==> config.mk <==
export PLATFORM = sky130hd
export DESIGN_NAME = battery_soc_smoother
export DESIGN_NICKNAME = d
export VERILOG_FILES = /design/src/rtl/bsoc_pkg.sv /design/src/rtl/bsoc_cfg_regs.sv /design/src/rtl/bsoc_filter.sv /design/src/rtl/battery_soc_smoother.sv
export SDC_FILE = /design/constraint.sdc
export NUM_CORES = 1
export LEC_CHECK = 0
export ABC_AREA = 1
export ABC_CLOCK_PERIOD_IN_PS = 4000
export BUFFER_PORTS_ARGS = -buffer_cell sky130_fd_sc_hd__buf_2
export CORE_ASPECT_RATIO = 2
export CORE_MARGIN = 1.5
export CORE_UTILIZATION = 40
export DETAILED_ROUTE_END_ITERATION = 8
export GPL_ROUTABILITY_DRIVEN = 1
export PLACE_DENSITY = 0.56
export SYNTH_ARGS = -nofsm -noshare
export SYNTH_HDL_FRONTEND = slang
export SYNTH_SLANG_ARGS = --single-unit
export TNS_END_PERCENT = 20
==> constraint.sdc <==
create_clock -name clk -period 4 [get_ports clk]
set_input_delay 0.4 -clock clk [delete_from_list [all_inputs] [get_ports clk]]
set_output_delay 0.4 -clock clk [all_outputs]
set_load 0.02 [all_outputs]
==> src/rtl/bsoc_pkg.sv <==
// Shared types, constants and helpers for the battery state-of-charge smoother.
package bsoc_pkg;

  localparam int unsigned SocW   = 8;
  localparam int unsigned CapW   = 7;
  localparam int unsigned HoldW  = 16;
  localparam int unsigned RunW   = 3;
  localparam int unsigned AddrW  = 4;
  localparam int unsigned DataW  = 32;

  localparam logic [SocW-1:0]  SOC_MAX       = 8'd100;
  localparam logic [SocW-1:0]  CHG_FULL_MIN  = 8'd95;
  localparam logic [SocW-1:0]  DIS_FULL_MIN  = 8'd90;
  localparam logic [SocW-1:0]  NEAR_FULL     = 8'd99;
  localparam logic [SocW-1:0]  LOW_SNAP_MAX  = 8'd2;
  localparam logic [RunW-1:0]  RUN_LIMIT     = 3'd5;
  localparam logic [RunW-1:0]  RUN_MAX       = 3'd7;
  localparam logic [HoldW-1:0] HOLD_MAX      = 16'hFFFF;

  localparam logic [HoldW-1:0] UP_HOLD_RST   = 16'd420;
  localparam logic [HoldW-1:0] DOWN_HOLD_RST = 16'd60;
  localparam logic [HoldW-1:0] ZERO_HOLD_RST = 16'd1800;

  // Register indexes (paddr[3:2])
  localparam logic [1:0] REG_UP_HOLD   = 2'd0;
  localparam logic [1:0] REG_DOWN_HOLD = 2'd1;
  localparam logic [1:0] REG_ZERO_HOLD = 2'd2;

  typedef struct packed {
    logic [HoldW-1:0] up_hold;
    logic [HoldW-1:0] down_hold;
    logic [HoldW-1:0] zero_hold;
  } cfg_t;

  typedef struct packed {
    logic [CapW-1:0] capacity_percent;
    logic            reading_valid;
    logic            reset_request;
  } res_t;

  function automatic logic [HoldW-1:0] sat_inc16(input logic [HoldW-1:0] v);
    sat_inc16 = (v == HOLD_MAX) ? HOLD_MAX : v + 16'd1;
  endfunction

endpackage

==> src/rtl/bsoc_cfg_regs.sv <==
// Configuration register file with APB-style access.
module bsoc_cfg_regs (
  input  logic                      clk,
  input  logic                      rst_n,
  input  logic                      psel,
  input  logic                      penable,
  input  logic                      pwrite,
  input  logic [bsoc_pkg::AddrW-1:0] paddr,
  input  logic [bsoc_pkg::DataW-1:0] pwdata,
  output logic [bsoc_pkg::DataW-1:0] prdata,
  output logic                      pready,
  output bsoc_pkg::cfg_t            cfg
);
  import bsoc_pkg::*;

  logic [HoldW-1:0] up_hold_r;
  logic [HoldW-1:0] down_hold_r;
  logic [HoldW-1:0] zero_hold_r;
  logic             wr_en;
  logic [1:0]       reg_idx;

  assign pready  = 1'b1;
  assign wr_en   = psel && penable && pwrite;
  assign reg_idx = paddr[3:2];

  always_ff @(posedge clk) begin
    if (!rst_n) begin
      up_hold_r   <= UP_HOLD_RST;
      down_hold_r <= DOWN_HOLD_RST;
      zero_hold_r <= ZERO_HOLD_RST;
    end else if (wr_en) begin
      case (reg_idx)
        REG_UP_HOLD:   up_hold_r   <= pwdata[HoldW-1:0];
        REG_DOWN_HOLD: down_hold_r <= pwdata[HoldW-1:0];
        REG_ZERO_HOLD: zero_hold_r <= pwdata[HoldW-1:0];
        default: ;
      endcase
    end
  end

  always_comb begin
    case (reg_idx)
      REG_UP_HOLD:   prdata = {{(DataW-HoldW){1'b0}}, up_hold_r};
      REG_DOWN_HOLD: prdata = {{(DataW-HoldW){1'b0}}, down_hold_r};
      REG_ZERO_HOLD: prdata = {{(DataW-HoldW){1'b0}}, zero_hold_r};
      default:       prdata = '0;
    endcase
  end

  assign cfg.up_hold   = up_hold_r;
  assign cfg.down_hold = down_hold_r;
  assign cfg.zero_hold = zero_hold_r;

endmodule

==> src/rtl/bsoc_filter.sv <==
// Smoothing state and single-pass update logic for one reading.
module bsoc_filter (
  input  logic                       clk,
  input  logic                       rst_n,
  input  logic                       step_en,
  input  logic [bsoc_pkg::SocW-1:0]  soc_reading,
  input  logic                       charger_online,
  input  bsoc_pkg::cfg_t             cfg,
  output bsoc_pkg::res_t             res
);
  import bsoc_pkg::*;

  logic [CapW-1:0]  cap_r,  cap_nxt;
  logic [RunW-1:0]  run_r,  run_nxt;
  logic [HoldW-1:0] fh_r,   fh_nxt;
  logic             ff_r,   ff_nxt;
  logic [HoldW-1:0] zc_r,   zc_nxt;
  logic             qd_r,   qd_nxt;

  logic [SocW-1:0]  cap8;
  logic [SocW-1:0]  v;
  logic [SocW-1:0]  lower;
  logic [RunW-1:0]  run_inc;
  logic [HoldW-1:0] fh_inc;
  logic [HoldW-1:0] zc_inc;
  logic             chg;
  logic             req;
  logic             against;
  logic             snap_ok;

  always_comb begin
    chg     = charger_online;
    cap8    = {1'b0, cap_r};
    run_inc = (run_r >= RUN_MAX) ? RUN_MAX : run_r + 3'd1;
    fh_inc  = sat_inc16(fh_r);
    zc_inc  = sat_inc16(zc_r);
    lower   = cap8 - 8'd1;
    v       = soc_reading;
    req     = 1'b0;
    against = 1'b0;
    snap_ok = 1'b0;
    cap_nxt = cap_r;
    run_nxt = run_r;
    fh_nxt  = fh_r;
    ff_nxt  = ff_r;
    zc_nxt  = zc_r;
    qd_nxt  = qd_r;

    if (soc_reading > SOC_MAX) begin
      // hold capacity, count the bad run
      run_nxt = run_inc;
      if (run_inc > RUN_LIMIT) begin
        req     = 1'b1;
        run_nxt = '0;
      end
      res.capacity_percent = cap_r;
      res.reading_valid    = 1'b0;
    end else begin
      run_nxt = '0;

      against = (chg && cap_r != '0 && v == cap8 - 8'd1) || (!chg && v == cap8 + 8'd1);
      snap_ok = (v == '0 && cap8 <= LOW_SNAP_MAX) || (v == SOC_MAX && cap8 == NEAR_FULL);
      if (against && !snap_ok) begin
        v = cap8;
      end

      if (chg && v >= CHG_FULL_MIN && v <= cap8) begin
        fh_nxt = fh_inc;
        if (fh_inc >= cfg.up_hold) begin
          v      = (cap8 + 8'd1 <= SOC_MAX) ? cap8 + 8'd1 : SOC_MAX;
          ff_nxt = 1'b1;
          fh_nxt = '0;
        end else begin
          v = cap8;
        end
      end else if (!chg && v <= cap8 && v >= DIS_FULL_MIN && ff_r) begin
        fh_nxt = fh_inc;
        if (fh_inc >= cfg.down_hold) begin
          fh_nxt = '0;
          if (v >= lower) begin
            ff_nxt = 1'b0;
          end else begin
            v = lower;
          end
        end else begin
          v = cap8;
        end
      end else begin
        fh_nxt = '0;
      end

      if (chg && v == '0) begin
        zc_nxt = zc_inc;
        if (zc_inc >= cfg.zero_hold && !qd_r) begin
          req    = 1'b1;
          qd_nxt = 1'b1;
          zc_nxt = '0;
        end
      end else if (qd_r && !chg) begin
        qd_nxt = 1'b0;
      end

      cap_nxt              = v[CapW-1:0];
      res.capacity_percent = v[CapW-1:0];
      res.reading_valid    = 1'b1;
    end
    res.reset_request = req;
  end

  always_ff @(posedge clk) begin
    if (!rst_n) begin
      cap_r <= '0;
      run_r <= '0;
      fh_r  <= '0;
      ff_r  <= 1'b0;
      zc_r  <= '0;
      qd_r  <= 1'b0;
    end else if (step_en) begin
      cap_r <= cap_nxt;
      run_r <= run_nxt;
      fh_r  <= fh_nxt;
      ff_r  <= ff_nxt;
      zc_r  <= zc_nxt;
      qd_r  <= qd_nxt;
    end
  end

endmodule

==> src/rtl/battery_soc_smoother.sv <==
// A word enters the input register, passes the filter and lands in the result
// register behind out_valid. Throughput: one word per cycle while out_stall is low;
// both registers let a new word enter while the previous result waits on out_stall.
// The filter state updates in the single step between the two registers.
// Reset (rst_n low, synchronous) empties both registers, clears filter state
// and loads the hold-count registers with 420, 60 and 1800.
module battery_soc_smoother (
  input  logic                        clk,
  input  logic                        rst_n,
  input  logic                        in_valid,
  output logic                        in_stall,
  input  logic [bsoc_pkg::SocW-1:0]   in_soc_reading,
  input  logic                        in_charger_online,
  output logic                        out_valid,
  input  logic                        out_stall,
  output logic [bsoc_pkg::CapW-1:0]   out_capacity_percent,
  output logic                        out_reading_valid,
  output logic                        out_reset_request,
  input  logic                        psel,
  input  logic                        penable,
  input  logic                        pwrite,
  input  logic [bsoc_pkg::AddrW-1:0]  paddr,
  input  logic [bsoc_pkg::DataW-1:0]  pwdata,
  output logic [bsoc_pkg::DataW-1:0]  prdata,
  output logic                        pready
);
  import bsoc_pkg::*;

  cfg_t            cfg;
  res_t            res;
  res_t            res_r;
  logic            s1_valid_r;
  logic [SocW-1:0] s1_soc_r;
  logic            s1_chg_r;
  logic            out_valid_r;
  logic            out_free;
  logic            step_en;
  logic            in_acc;

  bsoc_cfg_regs u_cfg (
    .clk     (clk),
    .rst_n   (rst_n),
    .psel    (psel),
    .penable (penable),
    .pwrite  (pwrite),
    .paddr   (paddr),
    .pwdata  (pwdata),
    .prdata  (prdata),
    .pready  (pready),
    .cfg     (cfg)
  );

  bsoc_filter u_filter (
    .clk            (clk),
    .rst_n          (rst_n),
    .step_en        (step_en),
    .soc_reading    (s1_soc_r),
    .charger_online (s1_chg_r),
    .cfg            (cfg),
    .res            (res)
  );

  assign out_free = !out_valid_r || !out_stall;
  assign step_en  = s1_valid_r && out_free;
  assign in_stall = s1_valid_r && !out_free;
  assign in_acc   = in_valid && !in_stall;

  always_ff @(posedge clk) begin
    if (!rst_n) begin
      s1_valid_r  <= 1'b0;
      out_valid_r <= 1'b0;
    end else begin
      if (in_acc) begin
        s1_valid_r <= 1'b1;
      end else if (step_en) begin
        s1_valid_r <= 1'b0;
      end
      if (step_en) begin
        out_valid_r <= 1'b1;
      end else if (!out_stall) begin
        out_valid_r <= 1'b0;
      end
    end
  end

  // payload registers: load on accept / step only
  always_ff @(posedge clk) begin
    if (in_acc) begin
      s1_soc_r <= in_soc_reading;
      s1_chg_r <= in_charger_online;
    end
    if (step_en) begin
      res_r <= res;
    end
  end

  assign out_valid            = out_valid_r;
  assign out_capacity_percent = res_r.capacity_percent;
  assign out_reading_valid    = res_r.reading_valid;
  assign out_reset_request    = res_r.reset_request;

endmodule

==> flow_summary.toml, run 1 <==
[logic_synthesis]
ys_types = 46
synth_edf_count = 18
syn_area_per_cell_sq_um = 6.73
ys_warn_count = 0
async_flop_share = 0
synthFlopType = "dfxtp_1"
postSynthCellCount = 1234
synth_area_sq_um = 8300
yosysSeqAreaShare = 0.292
ys_ff_latch = 112

[worst_setup_path]
critPathRequiredTime_ns = 4.25
crit_slowest_cell = "dfxtp_4"
critPathMaxFanout = 8
crit_arrival_ns = 4.50
critPathLaunchType = "register"
critPathLaunch = "u_filter.cap_r[0]"
reg2regPathDepth = 31
path_class = "reg -> reg"
cp_slowest_stage_delay_ns = 0.43
r2r_slack_ns = -0.25
worst_r2r_endpoint = "u_filter.zc_r[3]"
critical_path.endpoint_type = "register"
r2r_start = "u_filter.cap_r[0]"

[route]
dr.pass1.iters = 6
via_per_inst = 5.21
drtIter0Drc = 381
post_drt_wl_per_cell_um = 17.4
wl_um = 30200
drc = 0
ant_nets = 0
vias = 9078

[global_route]
grtUsageTotal = 0.281
grt_pass1_wl_um = 45900
grt_overflow = 0
grt_max_degree = 57
grt_pass1_vias = 8893
antenna_found_initial = 0

[cts]
cts_buffers = 9
cts_buffer_depth = 2
clock_sinks = 112
clk_pin_slew_ns = 0.08
clock_latency_ns = 0.38
h-tree-depth = 3
cts-hold-fix-buffers = 0
cts_root_buffer = "clkbuf_16"
tritoncts = "done"

[run]
cap_violations = 0

[timing]
final_max_slew_viol_count = 0
rsz0062_at_grt = "yes"
tightest_slew_ns = 0.913
clock_skew_ns = 0.00845
post-route-min-period_ns = 4.25
slew_headroom = 0.392
setup_viol = 37
hold_viol = 0
setup_ws_ns = -0.251
timing.fmax_mhz = 235
finalSetupTns_ns = -5.34
fin_crit_sh = 1.06

[status]
run_status = "complete, but fails checks"
failed_checks = "setup timing"

[finish]
postLayoutCellArea_sq_um = 11100
synthToLayoutAreaGrowth_pct = 33.9
antenna_cells = 0
drive_above_1_share = 0.289
nets = 1595

[placed_design]
dpl_cell_area_sq_um = 10100
hpwl_um = 23900
portBuffers = 60
gp_congestion = 0.941

[min_path]
min_path_cells = 1
min_delay_worst_endpoint = "s1_soc_r[6]"
min_path_type = "in -> reg"
hold_start = "in_soc_reading[6]"

[power_and_ir_drop]
powerDensity_nw_per_um2 = 253
ir_worst_vdd_v = 0.000344
p_leak_nw = 5.11

[floorplanning]
core_sq_um = 20400
rows = 74
die_h_um = 207
fp.dieArea_sq_um = 21700
start_util = 0.408
pin_count = 96
die_w_um = 105
-- placed cells by master, fill, tap and decap left out, drive strengths merged, types with 4 or more instances in the layout --
master,Yosys,final
clkbuf,27,10
inv,167,169
xor2,6,6
nor3,20,20
and3,4,4
conb,2,17
a21oi,121,121
edfxtp,18,18
dfxtp,94,94
ha,73,73
nor2,100,100
o221ai,16,16
o21ai,94,94
clkinv,5,9
nand3,78,79
nand4,31,31
o211ai,19,19
nand2,301,303
buf,32,265
or2,5,5
-- timing repair --
action	in CTS	in global routing
pin swaps	23	31
cloned	2	4
gates resized for setup	69	82
endpoints found under the setup margin	46	49
setup buffers	20	5
-- layer usage --
metal	track usage	routed length, um
met1	0.240	9810
met2	0.544	16300
met3	0.0323	821
met4	0.283	3340
met5	0	0
-- power by group --
part | total, mW | leakage (nW) | internal (mW) | switching (mW)
Combinational | 0.743 | 4.04 | 0.305 | 0.438
Sequential | 1.19 | 0.939 | 1.17 | 0.0199
Clock | 0.878 | 0.131 | 0.423 | 0.454
Total | 2.81 | 5.11 | 1.90 | 0.913
-- Yosys cell counts (all sizes together), types with 4 or more instances --
cell / instances / share of area
o211ai: 19 / 0.017
o221ai: 16 / 0.017
ha: 73 / 0.11
nor3: 20 / 0.012
nand2: 301 / 0.14
clkinv: 5 / 0.0023
o21ai: 94 / 0.057
clkbuf: 27 / 0.012
or2: 5 / 0.0038
edfxtp: 18 / 0.065
and3: 4 / 0.0030
nand4: 31 / 0.023
buf: 32 / 0.029
xor2: 6 / 0.0063
inv: 167 / 0.075
nor2: 100 / 0.050
a21oi: 121 / 0.076
dfxtp: 94 / 0.23
nand3: 78 / 0.050
-- final cells by class --
type                       instances  area [sq um]
fill                            2038          9250
inverter                         172           656
clock inverter                     7          46.3
tap                              266           333
timing repair buffer             266          1980
sequential                       112          2440
clock buffer                       9           225
multi-input combinational        909          5440
-- metrics by stage --
step	utilization	setup slack, ns	hold slack [ns]	power, mW	instances
4_1_cts	0.527	-0.170	0.189	2.77	1732
3_3_place_gp	0.495	-0.427	0.457	1.85	1694
5_1_grt	0.546	-0.569	0.193	2.94	1741
3_5_place_dp	0.495	-0.474	0.457	1.86	1694
6_report	0.546	-0.251	0.200	2.81	1741
2_1_floorplan	-	0.00662	0.438	1.58	1249
-- flip-flops by register name, indices dropped and copies added, names as in the netlist --
signal and flops:
out_capacity_percent 7, out_reading_valid 1, out_reset_request 1, out_valid 1
s1_chg_r 1, s1_soc_r 8, s1_valid_r 1, u_cfg.down_hold_r 16
u_cfg.up_hold_r 16, u_cfg.zero_hold_r 16, u_filter.cap_r 7, u_filter.ff_r 1
u_filter.fh_r 16, u_filter.qd_r 1, u_filter.run_r 3, u_filter.zc_r 16
-- cells by family (layout without fill, tap and decap cells) --
family / after synthesis / after routing / share of synthesized area
AOI/OAI and AO/OA: 265 / 265 / 0.181
xor gates and xnor gates: 8 / 8 / 0.00844
adders and majority gates: 73 / 73 / 0.110
buffers and inverters: 231 / 454 / 0.119
DFF: 112 / 112 / 0.292
other: 2 / 17 / 0.000904
and+or+nand+nor: 543 / 546 / 0.289
-- critical path, delay by kind of cell, from the launching register on --
kind / cells / cell delay (ns)
adder cells (fa/ha/maj): 2 / 0.49
buffers and inverters: 5 / 0.45
AO/OA/AOI/OAI: 6 / 0.90
AND/OR/NAND/NOR: 18 / 1.86
flip-flops: 1 / 0.43
-- worst max path at each step --
stage	end	slack [ns]	cells past startpoint
after floorplan	u_filter.zc_r[10]	0.007	35
after global placement	u_filter.zc_r[5]	-0.43	32
after detailed placement	u_filter.zc_r[1]	-0.47	32
after CTS	u_filter.zc_r[7]	-0.17	30
after global routing	u_filter.zc_r[9]	-0.57	32
final	u_filter.zc_r[3]	-0.25	31
No activity file was read; power rests on OpenSTA's default activity.
==> run 2, diff against run 1 <==
CTS_CLUSTER_DIAMETER = 80   (was default)
MAX_ROUTING_LAYER = met4   (was default)
SLEW_MARGIN = 40   (was default)
==> flow_summary.toml, run 2 (same netlist as run 1, synthesis figures left out) <==
[floorplanning]
die_w_um = 105
fp.dieArea_sq_um = 21700
pin_count = 96
core_sq_um = 20400
start_util = 0.408
rows = 74
die_h_um = 207

[placed_design]
gp_congestion = 1.01
portBuffers = 60
hpwl_um = 23800
place_inst = 1684

[power_and_ir_drop]
comb_power_share = 0.270
p_int_mw = 1.91
p_switching_uw = 919
p_leak_nw = 5.23
p_total_mw = 2.83
ir_worst_vdd_v = 0.000339
p_clk_frac = 0.308
pwr-share-seq = 0.421
powerDensity_nw_per_um2 = 246
p_sw_frac = 0.324

[global_route]
met1_usage = 0.249
grt_max_degree = 40
grt_pass1_vias = 9067
grt_overflow = 0
met3_usage = 0.0336
grt_pass1_wl_um = 47300
antenna_found_initial = 0
grtUsageTotal = 0.296
busiest_layer = "met2"
use_met2 = 0.586

[min_path]
min_path_type = "in -> reg"

[route]
wl_um = 30900
drc = 0
drtIter0Drc = 532
vias = 9230
dr.pass1.iters = 5
post_drt_wl_per_cell_um = 17.6
ant_nets = 0
via_per_inst = 5.26

[finish]
stdcell_count = 1754
layout_commonest_cell = "nand2_1"
nets = 1608
layout_common_cells = "nand2_1, buf_4, inv_1"
n_fill_cell = 2017
synthToLayoutAreaGrowth_pct = 38.6
antenna_cells = 0
drive_above_1_share = 0.324

[timing]
setup_ws_ns = -0.167
final_max_slew_viol_count = 0
post-route-min-period_ns = 4.17
timing.fmax_mhz = 240
rsz0062_at_grt = "yes"
fin_crit_sh = 1.04
setup_viol = 37
finalSetupTns_ns = -3.93
slew_headroom = 0.481
clock_skew_ns = 0.00847
hold_viol = 0
tightest_slew_ns = 0.777

[worst_setup_path]
cp_slowest_stage_delay_ns = 0.39
crit_slowest_cell = "dfxtp_4"
critPathLaunchType = "register"
critPathRequiredTime_ns = 4.24
critPathMaxFanout = 8
critical_path.endpoint_type = "register"
crit_top_cell = "buf_4"
crit_arrival_ns = 4.40
path_class = "reg -> reg"

[cts]
cts-hold-fix-buffers = 0
clock_sinks = 112
cts_root_buffer = "clkbuf_16"
h-tree-depth = 3
clk_pin_slew_ns = 0.08
clock_latency_ns = 0.37
cts_buffers = 9
tritoncts = "done"
cts_buffer_depth = 2

[status]
run_status = "complete, but fails checks"
failed_checks = "setup timing"

[run]
cap_violations = 0
==> run 2: cell types whose count changed in the layout (fill, tap and decap cells not counted), sizes merged <==
cell,previous run,this run
buf,265,280
clkinv,9,3
clkbuf,10,12
clkinvlp,1,3
inv,169,170
nand2,303,302
==> run 2: power by group through the flow <==
stage                     logic, mW  clock network, mW  registers [mW]
after floorplan               0.360                  0            1.22
after global placement        0.634                  0            1.22
after detailed placement      0.636                  0            1.22
after CTS                     0.706              0.887            1.19
after global routing          0.828              0.918            1.20
final                         0.766              0.874            1.19
==> run 2: critical path: cells and delay by family, from the launching register on <==
family	cells	cell delay, ns
compound gates	4	0.60
fa+ha+maj	1	0.26
buf+inv	12	1.55
flops	1	0.39
simple gates	11	1.20
==> run 2: metal layers <==
layer / share of wire / wire length (um) / vias to the layer above
met5: 0 / 0 / -
met4: 0.078 / 2420 / 0
met3: 0.029 / 907 / 129
met2: 0.56 / 17400 / 259
met1: 0.33 / 10100 / 4263
li1: - / - / 4579
==> run 2: layout make-up <==
class | count | area [sq um] | share of cell area
inverter | 172 | 666 | 0.0578
tap | 266 | 333 | 0.0289
clock buffer | 12 | 236 | 0.0205
timing repair buffer | 280 | 2120 | 0.184
clock inverter | 4 | 30.0 | 0.00261
sequential | 112 | 2440 | 0.212
multi-input combinational | 908 | 5680 | 0.493
==> run 2: stage by stage <==
stage	instance area, sq um	hold slack, ns	util	setup slack, ns
after global placement	10100	0.465	0.494	-0.424
after floorplan	8430	0.438	-	0.00662
after CTS	11100	0.190	0.547	-0.168
after global routing	11500	0.191	0.565	-0.456
final	11500	0.200	0.565	-0.167
after detailed placement	10100	0.471	0.494	-0.471
==> run 2: final timing paths <==
check	startpoint	end	slack, ns	cells past startpoint
worst max-delay path	u_filter.fh_r[0]	u_filter.zc_r[12]	-0.17	28
worst min-delay path	in_soc_reading[5]	s1_soc_r[5]	0.20	1
worst max register to register	u_filter.fh_r[0]	u_filter.zc_r[12]	-0.17	28
worst min register to register	u_filter.fh_r[14]	u_filter.fh_r[14]	0.48	2
==> run 2: timing repair <==
action                     CTS  global route
gates cloned                 5             0
setup endpoints to repair   48            48
buffers inserted            41             8
pin swaps                   55            39
gates resized for setup    130            90
==> run 3, diff against run 2 <==
ABC_AREA = default   (was 1)
==> flow_summary.toml, run 3 <==
[status]
run_status = "complete, but fails checks"
failed_checks = "setup timing"

[cts]
clk_pin_slew_ns = 0.08
h-tree-depth = 3
clock_latency_ns = 0.38
cts_buffer_depth = 2
cts_root_buffer = "clkbuf_16"
clock_sinks = 112
cts-hold-fix-buffers = 0
cts_buffers = 9
tritoncts = "done"

[global_route]
grt_pass1_vias = 8557
grtUsageTotal = 0.285
grt_overflow = 0
grt_pass1_wl_um = 46300
antenna_found_initial = 0
grt_max_degree = 45
busiest_layer = "met2"
use_met2 = 0.531
met1_usage = 0.248
met3_usage = 0.0396

[worst_setup_path]
critPathLaunch = "u_filter.cap_r[0]"
critPathLaunchType = "register"
critical_path.endpoint_type = "register"
r2r_start = "u_filter.cap_r[0]"
crit_path_end = "u_filter.zc_r[12]"
critPathMaxFanout = 7
r2r_slack_ns = -1.02
worst_r2r_endpoint = "u_filter.zc_r[12]"
path_class = "reg -> reg"
reg2regPathDepth = 24
crit_arrival_ns = 5.32
critPathRequiredTime_ns = 4.31

[timing]
setup_ws_ns = -1.02
rsz0062_at_grt = "yes"
hold_viol = 0
fin_crit_sh = 1.25
post-route-min-period_ns = 5.02
holdWs_ns = 0.200
timing.fmax_mhz = 199
tightest_slew_ns = 0.780
setup_viol = 49
clock_skew_ns = 0.0158
slew_headroom = 0.480
final_max_slew_viol_count = 0

[route]
wl_um = 30200
drtIter0Drc = 299
drc = 0
vias = 8383
dr.pass1.iters = 5
post_drt_wl_per_cell_um = 19.7
ant_nets = 0
via_per_inst = 5.46

[logic_synthesis]
syn_area_per_cell_sq_um = 7.97
postSynthCellCount = 1075
synth_common_cells = "nand2_1, dfxtp_1, ha_1, o21ai_0, inv_1"
synthFlopType = "dfxtp_1"
synth.most_common_cell = "nand2_1"
ys_ff_latch = 112
async_flop_share = 0
yosysSeqAreaShare = 0.283
ys_types = 86
yosysTopAreaCell = "dfxtp_1"
ys_warn_count = 0
ys_top_cells_by_area = "dfxtp_1, ha_1, nand2_1, edfxtp_1, mux2i_1"
synth_top_area_frac = 0.220
synth_area_sq_um = 8570
synth_edf_count = 18

[min_path]
min_path_type = "in -> reg"

[finish]
layout_commonest_cell = "nand2_1"
synthToLayoutAreaGrowth_pct = 29.1
antenna_cells = 0
layout_common_cells = "nand2_1, buf_4, dfxtp_1"
postLayoutCellArea_sq_um = 11100
n_fill_cell = 2092
stdcell_count = 1535
nets = 1386
drive_above_1_share = 0.284

[power_and_ir_drop]
powerDensity_nw_per_um2 = 247
p_leak_nw = 4.82
ir_worst_vdd_v = 0.000231
p_total_mw = 2.74

[floorplanning]
die_w_um = 107
core_sq_um = 21000
pin_count = 96
fp.dieArea_sq_um = 22400
rows = 75
start_util = 0.408
die_h_um = 210

[placed_design]
place_inst = 1507
portBuffers = 60
hpwl_um = 24200
gp_congestion = 1.03
dpl_cell_area_sq_um = 10300
dp_slack_ns = -1.16

[run]
cap_violations = 0
-- run 3: final cells by class --
class	instances	area (sq um)	area share
flip-flops and latches	112	2430	0.220
well taps	269	337	0.0304
repair buffers	241	1740	0.157
clock inverters	5	62.6	0.00565
multi-input cells	840	6020	0.544
inverters	57	224	0.0202
clock buffers	11	253	0.0228
-- run 3: repair_timing --
action / in CTS / in global routing
pin swaps: 22 / 26
resized for setup: 49 / 38
endpoints found under the hold margin: 0 / 0
buffers inserted: 6 / 5
gates cloned: 1 / 0
setup endpoints to repair: 49 / 49
-- run 3: worst max-delay path: stages, from the launching register on --
cell	delay, ns
dfxtp_4	0.39
inv_8	0.04
ha_4	0.17
o21ba_1	0.16
a221o_1	0.35
a211oi_4	0.26
buf_4	0.15
buf_4	0.10
o211a_4	0.15
o211ai_1	0.11
and2_1	0.17
buf_4	0.14
ha_1	0.30
nand4b_1	0.21
nor2_2	0.17
o211ai_1	0.17
nor3_2	0.25
mux2_4	0.27
nand2_4	0.10
a22oi_2	0.24
a32oi_2	0.16
a211oi_4	0.34
buf_6	0.17
and3_4	0.19
mux2i_1	0.19
-- run 3: power by group --
| part | internal (mW) | switching (mW) |
|---|---|---|
| Sequential | 1.17 | 0.0237 |
| Combinational | 0.236 | 0.320 |
| Clock | 0.526 | 0.463 |
| Total | 1.93 | 0.807 |
-- run 3: how the worst min path moves through the flow --
| stage | startpoint | end | cells after the start |
|---|---|---|---|
| final | in_soc_reading[1] | s1_soc_r[1] | 1 |
| after global routing | in_soc_reading[4] | s1_soc_r[4] | 1 |
| after detailed placement | u_cfg.down_hold_r[6] | u_cfg.down_hold_r[6] | 2 |
| after global placement | u_filter.zc_r[1] | u_filter.zc_r[1] | 2 |
| after CTS | in_soc_reading[1] | s1_soc_r[1] | 1 |
| after floorplan | u_filter.ff_r | u_filter.ff_r | 2 |
-- run 3: metrics by stage --
| stage | TNS [ns] | util |
|---|---|---|
| 4_1_cts | -36.85 | 0.516 |
| 6_report | -35.30 | 0.527 |
| 3_3_place_gp | -47.19 | 0.489 |
| 5_1_grt | -44.48 | 0.527 |
| 2_1_floorplan | -37.18 | - |
| 3_5_place_dp | -47.30 | 0.489 |
-- run 3: kinds of logic after synthesis --
kind of cell	after synthesis	synth area share
simple gates	408	0.229
buf+inv	138	0.0739
other cells	2	0.000876
mux	44	0.0530
compound gates	263	0.217
fa+ha+maj	73	0.107
xor+xnor	35	0.0366
flops	112	0.283
-- run 3: metal layers --
metal / share of wire / up-vias
met2: 0.54 / 215
li1: - / 4131
met4: 0.093 / 0
met5: 0 / -
met3: 0.028 / 107
met1: 0.33 / 3930
